## src/hdl/vcs_pkg.sv

```systemverilog
//------------------------------------------------------------------------------
// vcs_pkg
// shared types and register indexes for the velocity command saturator
//------------------------------------------------------------------------------
`timescale 1ns / 1ps
package vcs_pkg;
	localparam int VW = 24;
	localparam int FB = 16;
	localparam int LW = 23;

	typedef struct packed {
		logic signed [VW-1:0] forward_in;
		logic signed [VW-1:0] sideways_in;
		logic signed [VW-1:0] turn_in;
	} cmd_in_t;

	typedef struct packed {
		logic signed [VW-1:0] forward_out;
		logic signed [VW-1:0] sideways_out;
		logic signed [VW-1:0] turn_out;
	} cmd_out_t;

	localparam logic [2:0] REG_FWD  = 3'd0;
	localparam logic [2:0] REG_BWD  = 3'd1;
	localparam logic [2:0] REG_SIDE = 3'd2;
	localparam logic [2:0] REG_LIN  = 3'd3;
	localparam logic [2:0] REG_TURN = 3'd4;
	localparam logic [2:0] REG_PROP = 3'd5;
endpackage

```

## src/hdl/vcs_fifo.sv

```systemverilog
//------------------------------------------------------------------------------
// vcs_fifo
// two-entry queue between the front and the back of the saturator
//------------------------------------------------------------------------------
`timescale 1ns / 1ps
module vcs_fifo (
	input  logic                 clk,
	input  logic                 arst_n,
	input  logic                 push,
	input  vcs_pkg::cmd_in_t     wdata,
	output logic                 full,
	input  logic                 pop,
	output logic                 empty,
	output vcs_pkg::cmd_in_t     rdata
);
	vcs_pkg::cmd_in_t mem_q [2];
	logic wp_q, rp_q;
	logic [1:0] cnt_q;

	assign full  = cnt_q == 2'd2;
	assign empty = cnt_q == 2'd0;
	assign rdata = mem_q[rp_q];

	// storage
	always_ff @(posedge clk) begin
		if (push) mem_q[wp_q] <= wdata;
	end

	// pointers and fill count
	always_ff @(posedge clk or negedge arst_n) begin
		if (!arst_n) begin
			wp_q <= 1'b0; rp_q <= 1'b0; cnt_q <= 2'd0;
		end else begin
			if (push) wp_q <= ~wp_q;
			if (pop) rp_q <= ~rp_q;
			cnt_q <= cnt_q + {1'b0, push} - {1'b0, pop};
		end
	end
endmodule

```

## config.mk

```make
export PLATFORM = sky130hd
export DESIGN_NAME = vcs_fifo
export DESIGN_NICKNAME = d
export VERILOG_FILES = /design/src/hdl/vcs_pkg.sv /design/src/hdl/vcs_fifo.sv
export SDC_FILE = /design/constraint.sdc
export NUM_CORES = 1
export LEC_CHECK = 0
export BUFFER_PORTS_ARGS = -buffer_cell sky130_fd_sc_hd__buf_2
export CORE_ASPECT_RATIO = 1.4
export CORE_MARGIN = 4
export CORE_UTILIZATION = 40
export CTS_CLUSTER_DIAMETER = 50
export CTS_CLUSTER_SIZE = 14
export DETAILED_ROUTE_END_ITERATION = 10
export HOLD_SLACK_MARGIN = 0.02
export RECOVER_POWER = 50
export SETUP_SLACK_MARGIN = 0.02
export SLEW_MARGIN = 20
export SYNTH_ARGS = -nofsm -noshare
export SYNTH_HDL_FRONTEND = slang
export SYNTH_SLANG_ARGS = --single-unit
export TNS_END_PERCENT = 10
```

## constraint.sdc

```tcl
create_clock -name clk -period 7.3 [get_ports clk]
set_input_delay 0.73 -clock clk [delete_from_list [all_inputs] [get_ports clk]]
set_output_delay 0.73 -clock clk [all_outputs]
set_load 0.01 [all_outputs]
```

==> out/metrics.yaml <==
yosys_register_bits: 148
post-cts-setup-buffers: 0
drt_first_pass_iters: 6
syn_to_final_growth_pct: 24.2
drtAntennaViolNets: 0
overflow: 0
slew-limit-headroom_pct: -221
rsz0062_at_grt: "false"
port-buffer-count: 149
required_ns: 7.18
clkTransAtPathRegs_ns: 0.06
wl_um: 9970
cts.path.max_buffers: 2
via_per_inst: 4.53
slew_viol_final: 139
drcViolationCount: 0
tightest_slew_ns: 4.81
p_sw_uw: 772
hpwl_um: 6630
fin_nets: 479
start_util_pct: 41.1
outcome: "complete, but fails checks"
crit_start: "push"
ios: 150
path_cells: "clkbuf_1 > and2_0"
arrival_ns: 4.39
cp_num_buf_inv: 1
fin_skew_ns: 0.00387
critPathLaunchType: "input port"
clockRootBuffer: "clkbuf_16"
clock.fmax_ghz: 0.222
grt_use_total_pct: 12.3
power.internal_mw: 2.16
dieWidth_um: 109
grt_pass1_vias: 2832
maxCapViolations: 3
antenna_cells: 0
htree_levels: 4
syn_area_um2: 5740
p_leak_nw: 2.81
post_drt_wl_per_cell_um: 16.7
worstSetupPathType: "in -> reg"
hp-class: "in -> async"
syn-instance-count: 239
clkLatencyLatePin_ns: 0.40
drt_iter0_drc: 105
slowest_stage: "and2_0"
clkPwrFrac_pct: 29.9
synth_top_cell_by_area: "edfxtp_1"
core_area_um2: 14000
combPwrFrac_pct: 27.9
post-route-period-util_pct: 61.7
cp_top_family: "simple AND/OR/NAND/NOR gates"
cts_tree: "done"
cts.sinks: 148
hold_viol: 0
grt_max_degree: 73
numCtsBuffers: 17
die_h_um: 150
period_minus_slack_ns: 4.50
syn_nets: 317
finalSetupViolations: 0
tns_ns: 0
fp-row-count: 51
place.gp.congestion: 0.702
p_sw_share_pct: 26.4
mostFrequentLayoutCell: "edfxtp_1"
r2r-start: "wp_q$_DFFE_PN0P_"
synth_top_area_share_pct: 75.3
die_area_um2: 16400
cts_resized: 0
p_seq_share_pct: 42.2
final_cell_mix: "edfxtp_1, buf_2, mux2_4, clkbuf_1, clkbuf_16"
hold_slack_ns: 0.158
grt_pass1_wl_um: 14700
cp_max_fo: 72
seq_area_frac_synth_pct: 77.1
synth_area_leaders: "edfxtp_1, mux2_4, buf_12"
violations: "capacitance limit, slew limit"
drive_gt1_share_pct: 51.3
antenna_found_initial: 0
yosysUniqueCellTypes: 13
peakVddDrop_mv: 0.271
vias: 2708
cp-end-kind: "flop"
yosysWarnings: 0
ctsHoldBuffers: 0
cpPeakStageDelay_ns: 3.46
avgSynthCellArea_um2: 24.0
p_per_area_nw_per_um2: 411
==> cells by family after synthesis <==
logic type	count (synthesis)	synth area share, %
DFF	148	77.1
muxes	72	18.6
buffers and inverters	10	2.77
and+or+nand+nor	4	0.392
xor gates and xnor gates	3	0.719
adders and majority gates	2	0.436
==> cell type report <==
| type | instances | area (um^2) |
|---|---|---|
| inverters | 2 | 7.51 |
| clock buffers | 20 | 437 |
| multi-input cells | 81 | 1160 |
| flip-flops and latches | 148 | 4420 |
| clock inverters | 11 | 160 |
| fillers | 1158 | 6840 |
| well taps | 185 | 231 |
| repair buffers | 151 | 714 |
==> Yosys cell counts (all sizes together) <==
library cell,instances
nor2,1
and2,1
edfxtp,144
xor3,1
ha,2
mux2,72
xor2,2
buf,8
dfrtp,4
nor2b,2
inv,2
==> state kept, by name, summed over array words and instances, names as in the netlist <==
register  count
mem_q       144
cnt_q         2
rp_q          1
wp_q          1
==> through the flow <==
step | std cells | util [%] | power (mW) | setup slack (ns) | instance area [um^2]
6_report | 598 | 51.0 | 2.93 | 2.80 | 7130
5_1_grt | 598 | 51.0 | 3.07 | 2.26 | 7130
4_1_cts | 598 | 51.5 | 2.96 | 3.97 | 7190
3_5_place_dp | 567 | 47.2 | 2.07 | 4.42 | 6600
3_3_place_gp | 567 | 47.2 | 2.06 | 4.44 | 6600
2_1_floorplan | 239 | - | 1.87 | 2.90 | 5740
==> layer usage <==
layer	vias up	routed length [um]	global-route usage [%]
met2	86	5320	21.0
li1	1265	-	-
met3	13	686	5.14
met5	-	0	0
met1	1344	3730	13.0
met4	0	231	5.80
==> power groups by stage <==
stage | sequential (mW) | combinational, mW | clock (mW)
5_1_grt | 1.26 | 0.876 | 0.936
2_1_floorplan | 1.19 | 0.677 | 0
3_3_place_gp | 1.24 | 0.823 | 0
6_report | 1.24 | 0.818 | 0.876
3_5_place_dp | 1.25 | 0.829 | 0
4_1_cts | 1.23 | 0.831 | 0.896
==> path summary, 6_finish.rpt <==
| kind | end | slack, ns | cells past startpoint |
|---|---|---|---|
| min reg2reg | wp_q$_DFFE_PN0P_ | 0.50 | 1 |
| min | rp_q$_DFFE_PN0P_ | 0.16 | 1 |
| min in group clk | wp_q$_DFFE_PN0P_ | 0.50 | 1 |
| max | mem_q[1][4]$_DFFE_PP_ | 2.80 | 2 |
| max reg2reg | mem_q[1][4]$_DFFE_PP_ | 2.91 | 1 |
| max in group asynchronous | cnt_q[0]$_DFF_PN0_ | 6.94 | 1 |
Power figures use the tool's default switching activity.
